$ cat config.mk
export PLATFORM = sky130hd
export DESIGN_NAME = lptc_phase
export DESIGN_NICKNAME = d
export VERILOG_FILES = /design/src/rtl/lptc_pkg.sv /design/src/rtl/lptc_phase.sv
export SDC_FILE = /design/constraint.sdc
export NUM_CORES = 1
export LEC_CHECK = 0
export ABC_AREA = 1
export BUFFER_PORTS_ARGS = -buffer_cell sky130_fd_sc_hd__buf_2
export CORE_MARGIN = 2
export CORE_UTILIZATION = 45
export CTS_BUF_LIST = sky130_fd_sc_hd__clkbuf_16
export DETAILED_ROUTE_END_ITERATION = 10
export SLEW_MARGIN = 30
export SYNTH_ARGS = -nofsm -noshare
export SYNTH_HDL_FRONTEND = slang
export SYNTH_SLANG_ARGS = --single-unit
$ cat constraint.sdc
create_clock -name clk_i -period 9.1 [get_ports clk_i]
set_input_delay 0.91 -clock clk_i [delete_from_list [all_inputs] [get_ports clk_i]]
set_output_delay 0.91 -clock clk_i [all_outputs]
set_load 0.02 [all_outputs]
$ cat src/rtl/lptc_pkg.sv
`timescale 1ns / 1ps

package lptc_pkg;

  // Field and datapath widths
  localparam int unsigned IdxW   = 12;
  localparam int unsigned RngW   = 16;
  localparam int unsigned PhaseW = 32;
  localparam int unsigned OffW   = 16;
  localparam int unsigned ScaleW = 24;
  localparam int unsigned PtW    = 24;
  localparam int unsigned XW     = 35;  // rotated vector, mm with 16 fraction bits
  localparam int unsigned ZW     = 34;  // residual angle
  localparam int unsigned BW     = XW + 1;  // after adding the mounting offset
  localparam int unsigned CfgDataW = 32;

  localparam int unsigned MAX_SAMPLES      = 4096;
  localparam int unsigned TRIG_STAGES_DEF  = 16;
  localparam int unsigned TRIG_STAGES_MAX  = 24;

  // 2^32 / cordic gain, applied to the range up front
  localparam logic [31:0] CORDIC_GAIN = 32'h9B74EDA8;

  localparam logic [31:0] ATAN_TAB [TRIG_STAGES_MAX] = '{
    32'h20000000, 32'h12E4051E, 32'h09FB385B, 32'h051111D4,
    32'h028B0D43, 32'h0145D7E1, 32'h00A2F61E, 32'h00517C55,
    32'h0028BE53, 32'h00145F2F, 32'h000A2F98, 32'h000517CC,
    32'h00028BE6, 32'h000145F3, 32'h0000A2FA, 32'h0000517D,
    32'h000028BE, 32'h0000145F, 32'h00000A30, 32'h00000518,
    32'h0000028C, 32'h00000146, 32'h000000A3, 32'h00000051
  };

  typedef enum logic [2:0] {
    CFG_RANGE_LOW   = 3'd0,
    CFG_RANGE_HIGH  = 3'd1,
    CFG_ANGLE_START = 3'd2,
    CFG_ANGLE_STEP  = 3'd3,
    CFG_MOUNT_YAW   = 3'd4,
    CFG_OFFSET_X    = 3'd5,
    CFG_OFFSET_Y    = 3'd6,
    CFG_CELL_SCALE  = 3'd7
  } cfg_idx_e;

  typedef enum logic [1:0] {
    QUAD_0   = 2'd0,
    QUAD_90  = 2'd1,
    QUAD_180 = 2'd2,
    QUAD_270 = 2'd3
  } quad_e;

  localparam logic [RngW-1:0]   RANGE_LOW_RST  = 16'd120;
  localparam logic [RngW-1:0]   RANGE_HIGH_RST = 16'd8000;
  localparam logic [ScaleW-1:0] CELL_SCALE_RST = 24'd335544;

  typedef struct packed {
    logic [RngW-1:0]          range_low;
    logic [RngW-1:0]          range_high;
    logic [PhaseW-1:0]        angle_start;
    logic [PhaseW-1:0]        angle_step;
    logic [PhaseW-1:0]        mount_yaw;
    logic signed [OffW-1:0]   offset_x;
    logic signed [OffW-1:0]   offset_y;
    logic [ScaleW-1:0]        cell_scale;
  } cfg_t;

  // Control that travels alongside the data through every stage
  typedef struct packed {
    logic valid;
    logic keep;
    logic last;
  } side_t;

endpackage

$ cat src/rtl/lptc_phase.sv
`timescale 1ns / 1ps

module lptc_phase (
  input  logic                                clk_i,
  input  logic                                rst_ni,
  input  logic                                in_valid_i,
  input  logic [lptc_pkg::IdxW-1:0]           sample_index_i,
  input  logic [lptc_pkg::RngW-1:0]           range_value_i,
  input  logic                                last_of_scan_i,
  input  lptc_pkg::cfg_t                      cfg_i,
  output lptc_pkg::side_t                     side_o,
  output lptc_pkg::quad_e                     quad_o,
  output logic signed [lptc_pkg::XW-1:0]      x_o,
  output logic signed [lptc_pkg::ZW-1:0]      z_o
);

  localparam int unsigned IdxProdW = lptc_pkg::IdxW + lptc_pkg::PhaseW;
  localparam int unsigned GainProdW = lptc_pkg::RngW + 32;
  localparam int unsigned CmpW = 17;

  // Stage 1: gate, index times step, range times gain
  logic [IdxProdW-1:0]           idx_step_full;
  logic [GainProdW-1:0]          rng_gain_full;
  logic                          keep_d;
  lptc_pkg::side_t               side1_q;
  logic [lptc_pkg::PhaseW-1:0]   idx_step_q;
  logic [31:0]                   x0_q;

  assign idx_step_full = sample_index_i * cfg_i.angle_step;
  assign rng_gain_full = range_value_i * lptc_pkg::CORDIC_GAIN;
  assign keep_d = (range_value_i > cfg_i.range_low) && (range_value_i < cfg_i.range_high)
               && (CmpW'(sample_index_i) < CmpW'(lptc_pkg::MAX_SAMPLES));

  always_ff @(posedge clk_i or negedge rst_ni) begin
    if (!rst_ni) begin
      side1_q <= '0;
    end else begin
      side1_q <= '{valid: in_valid_i, keep: keep_d, last: last_of_scan_i};
    end
  end

  always_ff @(posedge clk_i) begin
    idx_step_q <= idx_step_full[lptc_pkg::PhaseW-1:0];
    x0_q       <= rng_gain_full[GainProdW-1:16];
  end

  // Stage 2: full phase, quadrant fold and residual angle
  logic [lptc_pkg::PhaseW-1:0]   phase;
  logic [lptc_pkg::PhaseW-1:0]   phase_rnd;
  logic [lptc_pkg::PhaseW-1:0]   resid;
  lptc_pkg::side_t               side2_q;
  lptc_pkg::quad_e               quad_q;
  logic signed [lptc_pkg::XW-1:0] x_q;
  logic signed [lptc_pkg::ZW-1:0] z_q;

  assign phase     = cfg_i.angle_start + cfg_i.mount_yaw + idx_step_q;
  assign phase_rnd = phase + 32'h2000_0000;
  assign resid     = phase - {phase_rnd[31:30], 30'd0};

  always_ff @(posedge clk_i or negedge rst_ni) begin
    if (!rst_ni) begin
      side2_q <= '0;
    end else begin
      side2_q <= side1_q;
    end
  end

  always_ff @(posedge clk_i) begin
    quad_q <= lptc_pkg::quad_e'(phase_rnd[31:30]);
    x_q    <= $signed({{(lptc_pkg::XW-32){1'b0}}, x0_q});
    z_q    <= $signed({{(lptc_pkg::ZW-32){resid[31]}}, resid});
  end

  assign side_o = side2_q;
  assign quad_o = quad_q;
  assign x_o    = x_q;
  assign z_o    = z_q;

endmodule

==> results.cfg <==
[critical_path]
end_kind = flop
worstPathRequired_ps = 9430
cp_max_fo = 14
worstSetupPathType = in -> reg
cp.arrival_ps = 6460
startpoint_type = primary input

[floorplanning]
core_area_um2 = 54800
dieArea_um2 = 57000
row_count = 86
initial_core_util_pct = 45.3
io_pins = 290
fp.dieH_um = 239
die_w_um = 239

[clocking]
insertion_delay_ps = 460
cts_hold_buf = 0
cts_sinks = 134
post_cts_resized = 0
htree_levels = 4
clockRootBuffer = clkbuf_16
cts_tree = built
cts_made_buffers = 17
cts_buffer_depth = 2
postCtsSetupRepairBufs = 0
clk_pin_slew_ps = 80

[route]
dr_total_vias = 20400
wl_per_cell_um = 17.7
ant_nets = 0
drc_errors = 0
first_iter_violations = 1132
drt-total-wl_um = 71700
vias_per_cell = 5.04
drt-pass1-iter-count = 6

[timing]
worst_slew_pin_slew_ps = 703
finalHoldViolations = 0
setup_viol = 0
timing.final.crit_share_pct = 67.4
fin_ws_ps = 2970
slew_headroom_pct = 53.1
max_freq_ghz = 0.163
drv_slew = 0
tns_ps = 0
rsz0062_at_grt = no
finClkSkew_ps = 19.9
layout_min_cycle_time_ps = 6130

[logic_synthesis]
synth_top_area_share_pct = 35.7
synthTopCellsByArea = fa_1 36%, ha_1 14%, inv_1 12%
yosysTopAreaCell = fa_1
synth-async-reset-ratio_pct = 4.48
synth.distinct_cells = 42
syn_avg_cell_area_um2 = 7.89
netlist_instances = 3146
synthFlopType = dfxtp_1
netlist_area_um2 = 24800
synth_edf_count = 0
ys_seq_area_share_pct = 10.9
ys_seq_elements = 134
yosys_warnings = 0

[finish]
nets = 4260
layout_commonest_cell = inv_1
final_cell_mix = 814 x inv_1, 741 x nand2_1, 442 x fa_1
finalInstanceArea_um2 = 27200
drive_gt1_share_pct = 8.59
final_cells = 4050
num-fill-cells = 5401
syn2layout_area_growth_pct = 9.54

[grt]
grt_overflow = 0
grt_antenna_before_repair = 3
grt_max_degree = 34
grt_pass1_wl_um = 113000
grt_pass1_vias = 21100
grtUsageTotal_pct = 25.9

[placement]
port_buffers = 230
placed_area_um2 = 26600
dp_cells = 4015
gp_congestion = 0.965
dp_hpwl_um = 62200
dp_slack_ps = 2710

[run]
max_cap_viol_count = 0

[hold_path]
holdCritPathClass = in -> async

[status]
outcome = complete, no violations
[flip-flops by register name, summed over array words and instances (netlist names)]
register and count:
x_o 32, side_o 3, quad_o 2, side1_q 3
z_o 30, idx_step_q 32, x0_q 32
[layer usage]
layer	up-vias	global-route usage (%)	routed length [um]
met5	-	0	13
met4	2	6.19	1330
met3	94	3.52	4310
met2	635	41.1	32400
met1	9930	37.4	33600
li1	9734	-	-
[synth_stat cells (7+ instances only)]
cell	number
a21o_1	17
a21oi_1	135
buf_2	8
buf_4	7
clkbuf_1	46
dfxtp_1	128
fa_1	442
ha_1	272
inv_1	814
nand2_1	741
nand3_1	103
nand4_1	29
nor2_1	168
nor3_1	11
o21ai_0	61
o21ai_1	8
o21bai_1	18
xnor2_1	21
xor2_1	50
[kinds of logic (layout without fill, tap and decap cells)]
family,Yosys count,after routing,share of synthesized area (%)
DFF,134,134,10.9
xor gates and xnor gates,71,71,2.51
buffers and inverters,882,1077,13.5
other,1,6,0.0151
adders and majority gates,714,714,49.4
AOI/OAI and AO/OA,267,267,6.11
and+or+nand+nor,1077,1077,17.6
[critical path: stages]
cell and delay (ps):
buf_2 360, inv_1 90, ha_1 360, xnor2_1 430, ha_1 320, inv_1 150, fa_1 440, inv_1 80
fa_1 440, fa_1 500, inv_1 50, fa_1 470, inv_1 40, ha_1 440, nand2_1 130, nor2_1 280
nand2_1 170, nor4_2 390, nand3_1 180, nand4_1 130, nand2_1 70
[stage by stage]
stage | hold WS [ps] | util, %
6_report | 244 | 49.6
5_1_grt | 238 | 49.6
4_1_cts | 216 | 49.6
3_5_place_dp | 312 | 48.5
3_3_place_gp | 310 | 48.5
2_1_floorplan | 310 | -
[final timing paths]
| path | end | start | slack (ps) | depth (start not counted) |
|---|---|---|---|---|
| setup reg to reg | quad_o[1] | idx_step_q[0] | 5830 | 17 |
| max in group asynchronous | side_o[1] | rst_ni | 8720 | 1 |
| min in group clk_i | x_o[21] | x0_q[21] | 320 | 0 |
| hold reg to reg | x_o[21] | x0_q[21] | 320 | 0 |
| setup / recovery | x0_q[26] | range_value_i[14] | 2970 | 21 |
| hold / removal | side1_q[2] | rst_ni | 240 | 1 |
[cell type report]
type                            instances  area (um^2)  area share, %
Sequential cell                       134         2710           9.98
Timing Repair Buffer                  230         1150           4.24
Clock inverter                         15          181          0.668
Clock buffer                           17          425           1.57
Antenna cell                            3         7.51         0.0276
Multi-Input combinational cell       2132        18800           69.0
Tap cell                              704          881           3.24
Inverter                              815         3060           11.3
Power is left out: the tool's default activity adds up to more than one toggle a clock period on the data nets, which glitch-free logic cannot reach.
