**src/rtl/lptc_pkg.sv**
```systemverilog
`timescale 1ns / 1ps

package lptc_pkg;

  // Field and datapath widths
  localparam int unsigned IdxW   = 12;
  localparam int unsigned RngW   = 16;
  localparam int unsigned PhaseW = 32;
  localparam int unsigned OffW   = 16;
  localparam int unsigned ScaleW = 24;
  localparam int unsigned PtW    = 24;
  localparam int unsigned XW     = 35;  // rotated vector, mm with 16 fraction bits
  localparam int unsigned ZW     = 34;  // residual angle
  localparam int unsigned BW     = XW + 1;  // after adding the mounting offset
  localparam int unsigned CfgDataW = 32;

  localparam int unsigned MAX_SAMPLES      = 4096;
  localparam int unsigned TRIG_STAGES_DEF  = 16;
  localparam int unsigned TRIG_STAGES_MAX  = 24;

  // 2^32 / cordic gain, applied to the range up front
  localparam logic [31:0] CORDIC_GAIN = 32'h9B74EDA8;

  localparam logic [31:0] ATAN_TAB [TRIG_STAGES_MAX] = '{
    32'h20000000, 32'h12E4051E, 32'h09FB385B, 32'h051111D4,
    32'h028B0D43, 32'h0145D7E1, 32'h00A2F61E, 32'h00517C55,
    32'h0028BE53, 32'h00145F2F, 32'h000A2F98, 32'h000517CC,
    32'h00028BE6, 32'h000145F3, 32'h0000A2FA, 32'h0000517D,
    32'h000028BE, 32'h0000145F, 32'h00000A30, 32'h00000518,
    32'h0000028C, 32'h00000146, 32'h000000A3, 32'h00000051
  };

  typedef enum logic [2:0] {
    CFG_RANGE_LOW   = 3'd0,
    CFG_RANGE_HIGH  = 3'd1,
    CFG_ANGLE_START = 3'd2,
    CFG_ANGLE_STEP  = 3'd3,
    CFG_MOUNT_YAW   = 3'd4,
    CFG_OFFSET_X    = 3'd5,
    CFG_OFFSET_Y    = 3'd6,
    CFG_CELL_SCALE  = 3'd7
  } cfg_idx_e;

  typedef enum logic [1:0] {
    QUAD_0   = 2'd0,
    QUAD_90  = 2'd1,
    QUAD_180 = 2'd2,
    QUAD_270 = 2'd3
  } quad_e;

  localparam logic [RngW-1:0]   RANGE_LOW_RST  = 16'd120;
  localparam logic [RngW-1:0]   RANGE_HIGH_RST = 16'd8000;
  localparam logic [ScaleW-1:0] CELL_SCALE_RST = 24'd335544;

  typedef struct packed {
    logic [RngW-1:0]          range_low;
    logic [RngW-1:0]          range_high;
    logic [PhaseW-1:0]        angle_start;
    logic [PhaseW-1:0]        angle_step;
    logic [PhaseW-1:0]        mount_yaw;
    logic signed [OffW-1:0]   offset_x;
    logic signed [OffW-1:0]   offset_y;
    logic [ScaleW-1:0]        cell_scale;
  } cfg_t;

  // Control that travels alongside the data through every stage
  typedef struct packed {
    logic valid;
    logic keep;
    logic last;
  } side_t;

endpackage

```
**src/rtl/lptc_scale.sv**
```systemverilog
`timescale 1ns / 1ps

module lptc_scale (
  input  logic                                clk_i,
  input  logic                                rst_ni,
  input  lptc_pkg::side_t                     side_i,
  input  lptc_pkg::quad_e                     quad_i,
  input  logic signed [lptc_pkg::XW-1:0]      x_i,
  input  logic signed [lptc_pkg::XW-1:0]      y_i,
  input  lptc_pkg::cfg_t                      cfg_i,
  output logic                                done_o,
  output logic signed [lptc_pkg::PtW-1:0]     point_x_o,
  output logic signed [lptc_pkg::PtW-1:0]     point_y_o,
  output logic                                kept_o,
  output logic                                scan_end_o
);

  localparam int unsigned BW    = lptc_pkg::BW;
  localparam int unsigned LoW   = BW / 2;
  localparam int unsigned HiW   = BW - LoW;
  localparam int unsigned PLoW  = LoW + lptc_pkg::ScaleW;
  localparam int unsigned PHiW  = HiW + lptc_pkg::ScaleW + 1;
  localparam int unsigned FullW = BW + lptc_pkg::ScaleW + 1;
  localparam int unsigned ShW   = FullW - 32;
  localparam int unsigned PtW   = lptc_pkg::PtW;

  function automatic logic signed [PtW-1:0] sat_pt(input logic signed [ShW-1:0] v);
    logic signed [PtW-1:0] r;
    if (v > $signed(ShW'(2**(PtW-1) - 1))) begin
      r = {1'b0, {(PtW-1){1'b1}}};
    end else if (v < -$signed(ShW'(2**(PtW-1)))) begin
      r = {1'b1, {(PtW-1){1'b0}}};
    end else begin
      r = v[PtW-1:0];
    end
    return r;
  endfunction

  // Stage A: quadrant rotation and mounting offset
  logic signed [lptc_pkg::XW-1:0] rx;
  logic signed [lptc_pkg::XW-1:0] ry;
  logic signed [BW-1:0]           offx;
  logic signed [BW-1:0]           offy;
  lptc_pkg::side_t                side_a_q;
  logic signed [BW-1:0]           bx_q;
  logic signed [BW-1:0]           by_q;

  always_comb begin
    unique case (quad_i)
      lptc_pkg::QUAD_0: begin
        rx = x_i;
        ry = y_i;
      end
      lptc_pkg::QUAD_90: begin
        rx = -y_i;
        ry = x_i;
      end
      lptc_pkg::QUAD_180: begin
        rx = -x_i;
        ry = -y_i;
      end
      lptc_pkg::QUAD_270: begin
        rx = y_i;
        ry = -x_i;
      end
      default: begin
        rx = x_i;
        ry = y_i;
      end
    endcase
  end

  assign offx = $signed({{(BW-32){cfg_i.offset_x[15]}}, cfg_i.offset_x, 16'd0});
  assign offy = $signed({{(BW-32){cfg_i.offset_y[15]}}, cfg_i.offset_y, 16'd0});

  always_ff @(posedge clk_i or negedge rst_ni) begin
    if (!rst_ni) begin
      side_a_q <= '0;
    end else begin
      side_a_q <= side_i;
    end
  end

  always_ff @(posedge clk_i) begin
    bx_q <= $signed({rx[lptc_pkg::XW-1], rx}) + offx;
    by_q <= $signed({ry[lptc_pkg::XW-1], ry}) + offy;
  end

  // Stage B: partial products of the scale multiply
  lptc_pkg::side_t          side_b_q;
  logic [PLoW-1:0]          px_lo_q;
  logic [PLoW-1:0]          py_lo_q;
  logic signed [PHiW-1:0]   px_hi_q;
  logic signed [PHiW-1:0]   py_hi_q;
  logic signed [lptc_pkg::ScaleW:0] scale_s;

  assign scale_s = $signed({1'b0, cfg_i.cell_scale});

  always_ff @(posedge clk_i or negedge rst_ni) begin
    if (!rst_ni) begin
      side_b_q <= '0;
    end else begin
      side_b_q <= side_a_q;
    end
  end

  always_ff @(posedge clk_i) begin
    px_lo_q <= bx_q[LoW-1:0] * cfg_i.cell_scale;
    py_lo_q <= by_q[LoW-1:0] * cfg_i.cell_scale;
    px_hi_q <= $signed(bx_q[BW-1:LoW]) * scale_s;
    py_hi_q <= $signed(by_q[BW-1:LoW]) * scale_s;
  end

  // Stage C: combine, drop 32 fraction bits, saturate
  logic signed [FullW-1:0] fx;
  logic signed [FullW-1:0] fy;
  logic                    done_q;
  logic                    kept_q;
  logic                    scan_end_q;
  logic signed [PtW-1:0]   point_x_q;
  logic signed [PtW-1:0]   point_y_q;

  assign fx = (FullW'(px_hi_q) <<< LoW) + $signed({{(FullW-PLoW){1'b0}}, px_lo_q});
  assign fy = (FullW'(py_hi_q) <<< LoW) + $signed({{(FullW-PLoW){1'b0}}, py_lo_q});

  always_ff @(posedge clk_i or negedge rst_ni) begin
    if (!rst_ni) begin
      done_q <= 1'b0;
      kept_q <= 1'b0;
    end else begin
      done_q <= side_b_q.valid;
      kept_q <= side_b_q.valid & side_b_q.keep;
    end
  end

  // dropped samples report a zero point
  always_ff @(posedge clk_i) begin
    scan_end_q <= side_b_q.last;
    point_x_q  <= side_b_q.keep ? sat_pt(fx[FullW-1:32]) : '0;
    point_y_q  <= side_b_q.keep ? sat_pt(fy[FullW-1:32]) : '0;
  end

  assign done_o     = done_q;
  assign kept_o     = kept_q;
  assign scan_end_o = scan_end_q;
  assign point_x_o  = point_x_q;
  assign point_y_o  = point_y_q;

`ifndef SYNTH
  a_drop_zero: assert property (@(posedge clk_i) disable iff (!rst_ni)
    (done_o && !kept_o) |-> (point_x_o == '0 && point_y_o == '0))
    else $error("dropped sample carries a nonzero point");
`endif

endmodule

```
**config.mk**
```make
export PLATFORM = sky130hd
export DESIGN_NAME = lptc_scale
export DESIGN_NICKNAME = d
export VERILOG_FILES = /design/src/rtl/lptc_pkg.sv /design/src/rtl/lptc_scale.sv
export SDC_FILE = /design/constraint.sdc
export NUM_CORES = 2
export LEC_CHECK = 0
export CAP_MARGIN = 25
export CELL_PAD_IN_SITES_DETAIL_PLACEMENT = 1
export CELL_PAD_IN_SITES_GLOBAL_PLACEMENT = 2
export CORE_MARGIN = 10
export CORE_UTILIZATION = 45
export DETAILED_ROUTE_END_ITERATION = 16
export DONT_BUFFER_PORTS = 1
export PLACE_DENSITY = 0.91
export RECOVER_POWER = 100
export SYNTH_ARGS = -nofsm -noshare
export SYNTH_HDL_FRONTEND = slang
export SYNTH_SLANG_ARGS = --single-unit
```
**constraint.sdc**
```tcl
create_clock -name clk_i -period 18.8 [get_ports clk_i]
set_input_delay 2.82 -clock clk_i [delete_from_list [all_inputs] [get_ports clk_i]]
set_output_delay 2.82 -clock clk_i [all_outputs]
set_load 0.02 [all_outputs]
```
==> impl_metrics.csv <==
group,metric,value,unit
final_layout,num-fill-cells,17345,
sta,final_max_slew_viol_count,57,
route,avgViaCountPerCell,5.37,
clock_tree,htreeDepth,2,
sta,worst_clock_skew,0.0349,ns
yosys,syn_avg_cell_area,8.79,um^2
clock_tree,clock_latency,0.60,ns
yosys,yosysWarnings,0,
sta,rsz0062_at_grt,"no",
sta,fin_crit,9.26,ns
grt,grt_max_degree,138,
die,dieArea,166000,um^2
run,cap_violations,1,
grt,grt_pass1_wl,317,mm
clock_tree,clock_path_buffers,3,
hold_path,hp-start,"side_b_q[0]$_DFF_PN0_",
grt,grt_pass1_vias,57572,
yosys,synth.distinct_cells,81,
sta,relSlewSlack,-114,%
hold_path,min_path_cells,0,
grt,grt.total_usage,24.2,%
clock_tree,cts_root_buf,"clkbuf_16",
clock_tree,clk_pin_slew,0.06,ns
placement,dp_hpwl,145,mm
grt,antenna_found_initial,8,
sta,period_share,49.3,%
die,io_pins,312,
clock_tree,clock_sinks,263,
placement,gp_congestion,0.878,
yosys,synth_top_area_share,41.8,%
critical_path,path_max_fanout,72,
die,core,148000,um^2
route,drt_iter0_markers,2505,
clock_tree,hold_buffers,0,
critical_path,start_kind,"primary input",
run_status,violations,"capacitance limit, slew limit",
clock_tree,cts_tree,"built",
sta,fmax,108,MHz
sta,max_slew.worst_pin.slew,3.21,ns
critical_path,regToRegSetupSlack,10.79,ns
critical_path,endpoint_kind,"flip-flop",
yosys,async_reset_ff_share,3.04,%
yosys,yosysTopAreaCell,"fa_1",
yosys,netlist_top_cells_area,"fa_1 42%, ha_1 11%, inv_1 9.9%, dfxtp_1 7.6%, nand2_1 6.3%",
route,wirelength,196,mm
die,die_width,407,um
yosys,ys_seq_area_share,7.87,%
yosys,synth_edf_count,0,
route,ant_nets,0,
hold_path,hp-class,"reg2reg",
critical_path,worstSetupPathType,"in2reg",
route,wl_per_cell,20.9,um
clock_tree,postCtsSetupBuffers,0,
route,drc,0,
critical_path,timing.rr.end,"py_hi_q[42]$_DFF_P_",
critical_path,arrival,9.76,ns
final_layout,drive_gt1_share,2.77,%
yosys,syn-num-nets,9934,
die,rows,141,
clock_tree,cts_buffers,35,
yosys,yosys-top-cells-count,"1775 x inv_1, 1406 x fa_1, 1130 x nand2_1, 676 x and2_1, 602 x ha_1",
yosys,ys_ff_latch,263,
critical_path,reg2regPathDepth,21,
final_layout,syn_to_final_growth,4.25,%
sta,hold_viol,0,
critical_path,rr_startpoint,"by_q[35]$_DFF_P_",
yosys,netlist_area,67400,um^2
sta,setup_tns,0,ns
sta,whs,0.345,ns
yosys,synth.most_common_cell,"inv_1",
yosys,synth_cells,7665,
route,vias,50508,
route,drt_pass1_iterations,5,
die,die_h,407,um
final_layout,final_nets,9652,
yosys,synth_flop_cell,"dfxtp_1",
clock_tree,ctsResizeCount,0,
grt,grt_overflow,0,
run_status,status,"complete, but fails checks",
hold_path,min_to,"scan_end_o$_DFF_P_",
sta,setup-violations-final,0,
die,initial_core_util,45.4,%
placement,port_buffers,0,
critical_path,worst_ep_required_time,19.30,ns
[state kept, by name, summed over array words and instances, names as in the netlist]
register / flops
px_hi_q: 43
py_hi_q: 43
bx_q: 36
by_q: 36
point_x_o: 24
point_y_o: 24
px_lo_q: 24
py_lo_q: 24
side_a_q: 3
side_b_q: 3
done_o: 1
kept_o: 1
scan_end_o: 1
[logic make-up (layout without fill, tap and decap cells)]
group           count (synthesis)  count (layout)  share of synthesized area (%)
compound gates                645             645                           6.09
xor+xnor                      215             215                           2.79
fa+ha+maj                    2008            2008                           52.9
buf+inv                      2167            1912                           12.1
flops                         263             263                           7.87
mux                            62              62                           1.71
other cells                     0               2                              0
simple gates                 2305            2305                           16.5
[layout make-up]
class	count	area [um^2]	share of cell area [%]
flip-flops and latches	263	5310	7.55
inverters	1778	6670	9.50
repair buffers	70	631	0.897
multi-input cells	5235	53900	76.8
well taps	2002	2500	3.56
clock buffers	46	1020	1.45
diodes	2	5.00	0.00712
clock inverters	18	191	0.272
[per-stage QoR]
stage | utilization (%) | setup WS, ns | area (um^2) | instances
after floorplan | - | 9.77 | 67400 | 7665
after detailed placement | 46.5 | 9.03 | 68900 | 9341
after global placement | 46.5 | 9.22 | 68900 | 9341
after CTS | 47.3 | 9.65 | 70100 | 9405
after global routing | 47.4 | 9.22 | 70300 | 9412
final | 47.4 | 9.54 | 70300 | 9414
[layer usage]
layer  routed length, um  GRT usage, %  vias to the layer above  part of all wire, %
li1                    -             -                    22297                    -
met5                  11             0                        -               0.0056
met3               12600          4.10                      239                  6.4
met4                5620          6.78                        2                  2.9
met2               97200          42.0                     1298                   49
met1               81000          30.9                    26672                   41
[cells in the final DEF, fill, tap and decap left out, drive strengths merged, types with 148 or more instances in the layout]
| cell | instances |
|---|---|
| nor2 | 197 |
| and2 | 676 |
| nand2 | 1131 |
| xnor2 | 148 |
| o21ai | 154 |
| fa | 1406 |
| inv | 1780 |
| ha | 602 |
| a21oi | 184 |
| dfxtp | 255 |
[how the worst max path moves through the flow]
| stage | start | end | slack [ns] | cells after the start |
|---|---|---|---|---|
| after floorplan | cfg_i[11] | py_hi_q[42]$_DFF_P_ | 9.77 | 23 |
| after global placement | cfg_i[7] | py_hi_q[42]$_DFF_P_ | 9.22 | 22 |
| after detailed placement | cfg_i[13] | px_lo_q[41]$_DFF_P_ | 9.03 | 22 |
| after CTS | cfg_i[13] | px_lo_q[41]$_DFF_P_ | 9.65 | 22 |
| after global routing | cfg_i[7] | py_hi_q[42]$_DFF_P_ | 9.22 | 22 |
| final | cfg_i[7] | py_hi_q[42]$_DFF_P_ | 9.54 | 22 |
[worst max-delay path: stages]
cell and delay, ns:
and2_0 0.20, fa_1 0.54, inv_1 0.06, fa_1 0.53, inv_1 0.04, ha_1 0.18, fa_1 0.48, inv_1 0.06
fa_1 0.49, fa_1 0.49, inv_1 0.04, ha_1 0.35, a2111oi_0 0.42, o21ai_0 0.30, a311oi_1 0.56, o22ai_1 0.27
a311o_1 0.45, o22ai_1 0.34, o21ai_0 0.27, a211oi_1 0.44, a21oi_1 0.14, xnor2_1 0.21
Power is not shown: default switching activity piles up to over one toggle a cycle in this logic, so the estimate is an artifact.
